<file path="src/sv/ffbp_pkg.sv">
package ffbp_pkg;

    localparam int FIELD_W_WEIGHT = 16;
    localparam int FIELD_W_VALUE  = 16;
    localparam int FIELD_W_INDEX  = 6;
    localparam int FIELD_W_TOTAL  = 24;
    localparam int FIELD_W_COUNT  = 7;

    localparam logic [FIELD_W_TOTAL-1:0] VALUE_MAX = 24'hFFFFFF;
    localparam logic [15:0] CAPACITY_RESET = 16'd2560;

    localparam logic [1:0] PLACE_OK       = 2'd0;
    localparam logic [1:0] PLACE_TOO_HEAVY = 2'd1;
    localparam logic [1:0] PLACE_NO_BIN   = 2'd2;

    typedef struct packed {
        logic                      start_new_set;
        logic [FIELD_W_WEIGHT-1:0] item_weight;
        logic [FIELD_W_VALUE-1:0]  item_value;
    } t_item;

    typedef struct packed {
        logic [1:0]                place_status;
        logic [FIELD_W_INDEX-1:0]  bin_index;
        logic                      opened_new_bin;
        logic [FIELD_W_WEIGHT-1:0] bin_fill_after;
        logic [FIELD_W_TOTAL-1:0]  bin_value_after;
        logic [FIELD_W_COUNT-1:0]  bins_in_use;
    } t_result;

    typedef enum logic {
        S_IDLE,
        S_SCAN
    } t_state;

    typedef struct packed {
        logic load;
        logic scan;
        logic finish;
    } t_dp_cmd;

    typedef struct packed {
        logic heavy;
        logic hit;
        logic exhausted;
    } t_dp_stat;

endpackage

</file>
<file path="src/sv/ffbp_ctrl.sv">
module ffbp_ctrl (
    input  logic              i_clk,
    input  logic              i_rst_n,
    input  logic              i_start,
    input  ffbp_pkg::t_dp_stat i_stat,
    output ffbp_pkg::t_dp_cmd  o_cmd,
    output logic              o_busy,
    output logic              o_done
);

    ffbp_pkg::t_state r_state;
    ffbp_pkg::t_state n_state;
    logic             r_done;
    logic             n_done;

    always_ff @(posedge i_clk) begin
        if (!i_rst_n) begin
            r_state <= ffbp_pkg::S_IDLE;
            r_done  <= 1'b0;
        end else begin
            r_state <= n_state;
            r_done  <= n_done;
        end
    end

    always_comb begin
        n_state      = r_state;
        n_done       = 1'b0;
        o_cmd.load   = 1'b0;
        o_cmd.scan   = 1'b0;
        o_cmd.finish = 1'b0;
        case (r_state)
            ffbp_pkg::S_IDLE: begin
                if (i_start) begin
                    o_cmd.load = 1'b1;
                    n_state    = ffbp_pkg::S_SCAN;
                end
            end
            ffbp_pkg::S_SCAN: begin
                o_cmd.scan = 1'b1;
                if (i_stat.heavy || i_stat.hit || i_stat.exhausted) begin
                    o_cmd.finish = 1'b1;
                    n_done       = 1'b1;
                    n_state      = ffbp_pkg::S_IDLE;
                end
            end
            default: begin
                n_state = ffbp_pkg::S_IDLE;
            end
        endcase
    end

    assign o_busy = (r_state != ffbp_pkg::S_IDLE);
    assign o_done = r_done;

endmodule

</file>
<file path="src/sv/ffbp_datapath.sv">
module ffbp_datapath #(
    parameter int MAX_BINS    = 64,
    parameter int WEIGHT_BITS = 16
) (
    input  logic               i_clk,
    input  logic               i_rst_n,
    input  ffbp_pkg::t_dp_cmd  i_cmd,
    input  ffbp_pkg::t_item    i_item,
    input  logic               i_cfg_we,
    input  logic [15:0]        i_cfg_data,
    output ffbp_pkg::t_dp_stat o_stat,
    output ffbp_pkg::t_result  o_result
);

    localparam int WB    = (WEIGHT_BITS < 16) ? WEIGHT_BITS : 16;
    localparam int BIN_W = (MAX_BINS > 1) ? $clog2(MAX_BINS) : 1;
    localparam int CNT_W = $clog2(MAX_BINS + 1);
    localparam int VAL_W = ffbp_pkg::FIELD_W_TOTAL;

    logic [WB-1:0]    fill_mem [MAX_BINS];
    logic [VAL_W-1:0] val_mem  [MAX_BINS];

    logic [15:0]      r_cap;
    logic [CNT_W-1:0] r_count;
    logic [CNT_W-1:0] r_rd_addr;
    logic             r_dv;
    logic [BIN_W-1:0] r_dv_idx;
    logic             r_heavy;
    logic [WB-1:0]    r_weight;
    logic [15:0]      r_value;
    logic [WB-1:0]    r_rd_fill;
    logic [VAL_W-1:0] r_rd_val;
    ffbp_pkg::t_result r_result;
    ffbp_pkg::t_result n_result;
    logic [CNT_W-1:0] n_count;

    logic [WB-1:0]    cap_eff;
    logic             issue;
    logic [WB:0]      fill_sum;
    logic [VAL_W:0]   val_sum;
    logic [VAL_W-1:0] val_sat;
    logic             full;
    logic             we;
    logic [BIN_W-1:0] wr_addr;
    logic [WB-1:0]    wr_fill;
    logic [VAL_W-1:0] wr_val;

    assign cap_eff  = r_cap[WB-1:0];
    assign issue    = i_cmd.scan && (r_rd_addr < r_count);
    assign fill_sum = {1'b0, r_rd_fill} + {1'b0, r_weight};
    assign val_sum  = {1'b0, r_rd_val} + (VAL_W+1)'(r_value);
    assign val_sat  = val_sum[VAL_W] ? ffbp_pkg::VALUE_MAX : val_sum[VAL_W-1:0];
    assign full     = (r_count == CNT_W'(MAX_BINS));

    assign o_stat.heavy     = r_heavy;
    assign o_stat.hit       = r_dv && (fill_sum <= {1'b0, cap_eff});
    assign o_stat.exhausted = !r_dv && (r_rd_addr >= r_count);

    // finish outcome: reject heavy, place on hit, reject full, else open a bin
    always_comb begin
        n_result = '0;
        n_count  = r_count;
        we       = 1'b0;
        wr_addr  = r_dv_idx;
        wr_fill  = fill_sum[WB-1:0];
        wr_val   = val_sat;
        if (r_heavy) begin
            n_result.place_status = ffbp_pkg::PLACE_TOO_HEAVY;
        end else if (o_stat.hit) begin
            we                       = 1'b1;
            n_result.place_status    = ffbp_pkg::PLACE_OK;
            n_result.bin_index       = ffbp_pkg::FIELD_W_INDEX'(r_dv_idx);
            n_result.bin_fill_after  = ffbp_pkg::FIELD_W_WEIGHT'(fill_sum[WB-1:0]);
            n_result.bin_value_after = val_sat;
        end else if (full) begin
            n_result.place_status = ffbp_pkg::PLACE_NO_BIN;
        end else begin
            we                       = 1'b1;
            wr_addr                  = r_count[BIN_W-1:0];
            wr_fill                  = r_weight;
            wr_val                   = VAL_W'(r_value);
            n_count                  = r_count + CNT_W'(1);
            n_result.place_status    = ffbp_pkg::PLACE_OK;
            n_result.bin_index       = ffbp_pkg::FIELD_W_INDEX'(r_count);
            n_result.opened_new_bin  = 1'b1;
            n_result.bin_fill_after  = ffbp_pkg::FIELD_W_WEIGHT'(r_weight);
            n_result.bin_value_after = VAL_W'(r_value);
        end
        n_result.bins_in_use = ffbp_pkg::FIELD_W_COUNT'(n_count);
    end

    always_ff @(posedge i_clk) begin
        if (!i_rst_n) begin
            r_cap     <= ffbp_pkg::CAPACITY_RESET;
            r_count   <= '0;
            r_rd_addr <= '0;
            r_dv      <= 1'b0;
        end else begin
            if (i_cfg_we) begin
                r_cap <= i_cfg_data;
            end
            if (i_cmd.load) begin
                r_rd_addr <= '0;
                r_dv      <= 1'b0;
                if (i_item.start_new_set) begin
                    r_count <= '0;
                end
            end else if (i_cmd.finish) begin
                r_dv    <= 1'b0;
                r_count <= n_count;
            end else if (i_cmd.scan) begin
                r_dv <= issue;
                if (issue) begin
                    r_rd_addr <= r_rd_addr + CNT_W'(1);
                end
            end
        end
    end

    always_ff @(posedge i_clk) begin
        if (i_cmd.load) begin
            r_weight <= i_item.item_weight[WB-1:0];
            r_value  <= i_item.item_value;
            r_heavy  <= (i_item.item_weight[WB-1:0] > cap_eff);
        end
        if (issue) begin
            r_dv_idx <= r_rd_addr[BIN_W-1:0];
        end
        if (i_cmd.finish) begin
            r_result <= n_result;
        end
    end

    always_ff @(posedge i_clk) begin
        if (issue) begin
            r_rd_fill <= fill_mem[r_rd_addr[BIN_W-1:0]];
            r_rd_val  <= val_mem[r_rd_addr[BIN_W-1:0]];
        end
        if (i_cmd.finish && we) begin
            fill_mem[wr_addr] <= wr_fill;
            val_mem[wr_addr]  <= wr_val;
        end
    end

    assign o_result = r_result;

endmodule

</file>
<file path="src/sv/first_fit_bin_packer_top.sv">
// First-fit bin packer.
// Item channel: drive i_item and pulse i_start; the item is taken at an edge
// where i_start is high and o_busy is low. Each item yields exactly one
// result on o_result, shown for a single cycle while o_done is high; the
// receiver must take it then, it cannot stall the block.
// Config channel: i_cfg_valid / o_cfg_ready / i_cfg_data writes the bin
// capacity (Q8.8). Ready is always high; write only while o_busy is low.
// Flow: the item is taken, then the open bins are read from the
// fill/value memories one per cycle through a registered read port. The
// result is registered, with o_done, once a read bin fits the item (first
// fit), the open bins run out (a new bin opens unless all MAX_BINS are in
// use), or the item is too heavy; a too-heavy item needs no bin read. The
// scan of up to MAX_BINS bins is bound by the single memory read port.
// A new item can be accepted in the cycle o_done is high.
// Reset: capacity returns to 10.0 and the bin count to zero; no memory
// clearing pass is needed since only opened bins are ever read.
module first_fit_bin_packer_top #(
    parameter int MAX_BINS    = 64,
    parameter int WEIGHT_BITS = 16
) (
    input  logic              i_clk,
    input  logic              i_rst_n,
    input  logic              i_start,
    input  ffbp_pkg::t_item   i_item,
    output logic              o_busy,
    output logic              o_done,
    output ffbp_pkg::t_result o_result,
    input  logic              i_cfg_valid,
    output logic              o_cfg_ready,
    input  logic [15:0]       i_cfg_data
);

    ffbp_pkg::t_dp_cmd  cmd;
    ffbp_pkg::t_dp_stat stat;

    assign o_cfg_ready = 1'b1;

    ffbp_ctrl u_ctrl (
        .i_clk   (i_clk),
        .i_rst_n (i_rst_n),
        .i_start (i_start),
        .i_stat  (stat),
        .o_cmd   (cmd),
        .o_busy  (o_busy),
        .o_done  (o_done)
    );

    ffbp_datapath #(
        .MAX_BINS    (MAX_BINS),
        .WEIGHT_BITS (WEIGHT_BITS)
    ) u_datapath (
        .i_clk      (i_clk),
        .i_rst_n    (i_rst_n),
        .i_cmd      (cmd),
        .i_item     (i_item),
        .i_cfg_we   (i_cfg_valid && o_cfg_ready),
        .i_cfg_data (i_cfg_data),
        .o_stat     (stat),
        .o_result   (o_result)
    );

endmodule
</file>
<file path="config.mk">
export PLATFORM = sky130hd
export DESIGN_NAME = first_fit_bin_packer_top
export DESIGN_NICKNAME = d
export VERILOG_FILES = /design/src/sv/ffbp_pkg.sv /design/src/sv/ffbp_ctrl.sv /design/src/sv/ffbp_datapath.sv /design/src/sv/first_fit_bin_packer_top.sv
export SDC_FILE = /design/constraint.sdc
export NUM_CORES = 2
export LEC_CHECK = 0
export BUFFER_PORTS_ARGS = -buffer_cell sky130_fd_sc_hd__buf_2
export CORE_MARGIN = 1
export CORE_UTILIZATION = 55
export CTS_CLUSTER_DIAMETER = 150
export CTS_CLUSTER_SIZE = 28
export DETAILED_ROUTE_END_ITERATION = 16
export GPL_TIMING_DRIVEN = 1
export PLACE_DENSITY_LB_ADDON = 0.12
export SLEW_MARGIN = 20
export SYNTH_ARGS = -nofsm -noshare
export SYNTH_HDL_FRONTEND = slang
export SYNTH_SLANG_ARGS = --single-unit
</file>
<file path="constraint.sdc">
create_clock -name i_clk -period 9.5 [get_ports i_clk]
set_input_delay 1.425 -clock i_clk [delete_from_list [all_inputs] [get_ports i_clk]]
set_output_delay 1.425 -clock i_clk [all_outputs]
set_load 0.02 [all_outputs]
</file>
==> flow_summary.json <==
{
  "maxCapViolations": 0,
  "cts_resized": 0,
  "worstMarginPinSlew_ns": 1.135,
  "crit_arrival_ns": 7.90,
  "tns_ns": 0,
  "slew_violations": 0,
  "synth_top_area_share_pct": 76.12,
  "boundaryPins": 112,
  "gr-usage-all-layers_pct": 27.68,
  "fmax_mhz": 135.0,
  "drt_first_iter_violations": 6713,
  "grt_max_degree": 128,
  "clkTransAtPathRegs_ns": 0.11,
  "drive_gt1_share_pct": 28.91,
  "hold_viol": 0,
  "final_core_util_pct": 59.49,
  "vias": 49540,
  "synth.most_common_cell": "edfxtp_1",
  "period_minus_slack_ns": 7.408,
  "die_area_um2": 195100,
  "grt_pass1_vias": 48280,
  "cp_max_fo": 21,
  "critPathCaptureType": "flip-flop",
  "postCtsSetupBuffers": 0,
  "hold_start": "u_datapath.cap_eff[10]$_SDFFE_PN0P_",
  "numCtsBuffers": 107,
  "cts_sinks": 2728,
  "ff2ff_path_depth": 16,
  "globalplace.congestion": 0.8463,
  "fin_hold_ws_ns": 0.5298,
  "die_x_um": 441.6,
  "clock_latency_ns": 0.83,
  "postPlaceCellArea_um2": 111400,
  "clock_path_buffers": 3,
  "ys_seq_area_share_pct": 76.75,
  "fin_crit_sh_pct": 77.98,
  "placementRows": 161,
  "wl_mm": 267.5,
  "drc": 0,
  "crit_path_end": "u_datapath.val_mem[1][16]$_DFFE_PP_",
  "syn_to_final_growth_pct": 7.532,
  "design_area_um2": 114300,
  "hp-class": "reg -> reg",
  "synth_nets": 4663,
  "ys_types": 79,
  "avgSynthCellArea_um2": 23.45,
  "r2r_start": "u_datapath.r_rd_fill[0]$_DFFE_PP_",
  "critPathLaunchType": "flip-flop",
  "worstReg2RegEnd": "u_datapath.val_mem[1][16]$_DFFE_PP_",
  "initial_core_util_pct": 55.32,
  "final_antenna_net_count": 0,
  "cts_root_buf": "clkbuf_16",
  "vdd_drop_max_mv": 0.1583,
  "overflow": 0,
  "synthFlopType": "edfxtp_1",
  "critPathRequiredTime_ns": 9.99,
  "synth_common_cells": "edfxtp_1, mux4_2, clkbuf_1",
  "worstSetupPathType": "reg -> reg",
  "coreArea_um2": 192200,
  "antenna_found_initial": 15,
  "power_mw": 20.16,
  "fin_nets": 4819,
  "netlist_instances": 4533,
  "synth_edf_count": 2695,
  "r2r_slack_ns": 2.09,
  "skew_ns": 0.04136,
  "rsz0062_at_grt": "no",
  "hpwl_mm": 157.9,
  "dr.pass1.iters": 5,
  "h-tree-depth": 3,
  "grt_pass1_wl_mm": 378.1,
  "syn_area_um2": 106300,
  "synth_area_leader_cell": "edfxtp_1",
  "ys_ff_latch": 2728,
  "status": "finished clean",
  "p_leak_nw": 33.70,
  "wl_per_cell_um": 36.93,
  "setup.worst_path.start": "u_datapath.r_rd_fill[0]$_DFFE_PP_",
  "cts_tree": "yes",
  "powerDensity_nw_per_um2": 176.3,
  "maxSlewHeadroom_pct": 24.14,
  "port_buffers": 110,
  "viasPerCell": 6.837,
  "yosys_warnings": 0,
  "synthTopCellsByArea": "edfxtp_1, mux4_2, ha_1",
  "setup_viol": 0,
  "die_y_um": 441.6,
  "postCtsHoldBufs": 0,
  "postSynth.asyncResetShare_pct": 0
}
## cell families (layout without fill, tap and decap cells)
kind of cell | Yosys count | count (layout) | share of synthesized area, %
AOI/OAI and AO/OA | 250 | 250 | 1.708
xor gates and xnor gates | 29 | 29 | 0.2389
adders and majority gates | 77 | 77 | 0.9204
buffers and inverters | 276 | 457 | 1.000
DFF | 2728 | 2728 | 76.75
muxes | 864 | 864 | 18.03
other | 1 | 6 | 0.003527
and+or+nand+nor | 308 | 308 | 1.355
## worst min path at each step
stage	slack (ns)	endpoint	cells past startpoint
final	0.53	u_datapath.cap_eff[10]$_SDFFE_PN0P_	2
after global routing	0.56	u_datapath.cap_eff[1]$_SDFFE_PN0P_	2
after CTS	0.53	u_datapath.cap_eff[10]$_SDFFE_PN0P_	2
after detailed placement	0.50	u_datapath.cap_eff[10]$_SDFFE_PN0P_	2
after global placement	0.50	u_datapath.cap_eff[14]$_SDFFE_PN0P_	2
after floorplan	0.43	u_datapath.r_dv_idx[0]$_DFFE_PP_	0
## stage by stage
step / std cells / setup WS [ns]
final: 7245 / 2.092
after global routing: 7242 / 1.729
after CTS: 7240 / 2.099
after detailed placement: 7106 / 2.133
after global placement: 7104 / 2.233
after floorplan: 4533 / 2.144
## state kept, by name, indices dropped and copies added, names as in the netlist
name / flops
u_ctrl.o_busy: 1
u_ctrl.o_done: 1
u_datapath.cap_eff: 16
u_datapath.fill_mem: 1024
u_datapath.o_result: 56
u_datapath.r_count: 7
u_datapath.r_dv: 1
u_datapath.r_dv_idx: 6
u_datapath.r_heavy: 1
u_datapath.r_rd_addr: 7
u_datapath.r_rd_fill: 16
u_datapath.r_rd_val: 24
u_datapath.r_value: 16
u_datapath.r_weight: 16
u_datapath.val_mem: 1536
## power by group
| part | total [mW] | leakage, nW | internal (mW) | switching (mW) |
|---|---|---|---|---|
| sequential | 13.6 | 24.6 | 13.6 | 0.0266 |
| clock | 5.59 | 1.40 | 2.08 | 3.51 |
| combinational | 0.943 | 7.69 | 0.177 | 0.767 |
## metal layers
layer	track usage (%)	up-vias	wire length (um)
met1	42.37	27280	110400
met2	42.54	2401	126600
met3	4.746	269	24240
met5	0	-	13
met4	6.017	2	6271
li1	-	19590	-
## cell usage in the layout (no fill, tap or decap), types with 16 or more instances in the layout
cell type | netlist | layout
buf_12 | 0 | 21
buf_2 | 10 | 110
o21ai_0 | 44 | 41
clkbuf_16 | 0 | 107
clkbuf_1 | 158 | 19
mux2i_1 | 18 | 18
nor2_4 | 0 | 61
a21oi_1 | 55 | 43
nor2b_1 | 20 | 19
nand2_1 | 54 | 50
inv_1 | 55 | 53
nor3_1 | 28 | 16
nor2_1 | 133 | 72
mux4_2 | 840 | 840
xnor2_1 | 24 | 24
dfxtp_1 | 33 | 28
ha_1 | 75 | 75
a22o_1 | 20 | 20
edfxtp_1 | 2695 | 2695
a21o_1 | 22 | 22
buf_4 | 2 | 134
a211oi_1 | 18 | 16
## cell type report
class	count	area, um^2
well taps	2526	3161
clock inverters	8	128.9
fillers	13380	77860
inverters	57	217.7
flip-flops and latches	2728	81610
diodes	5	12.51
clock buffers	126	2749
repair buffers	266	2004
multi-input cells	1529	24440
## critical path: stages (launching register included)
cell,delay [ns]
edfxtp_1,0.40
ha_1,0.25
fa_1,0.43
a211oi_1,0.34
o21bai_1,0.13
a21oi_1,0.18
xnor2_1,0.20
ha_1,0.32
a211oi_1,0.29
nor2_1,0.09
a2111oi_1,0.82
o311ai_4,0.26
a211oi_4,0.82
or3_1,0.26
nand4b_1,0.70
nor2_4,1.10
buf_4,0.46
(Power assumes the default switching activity.)
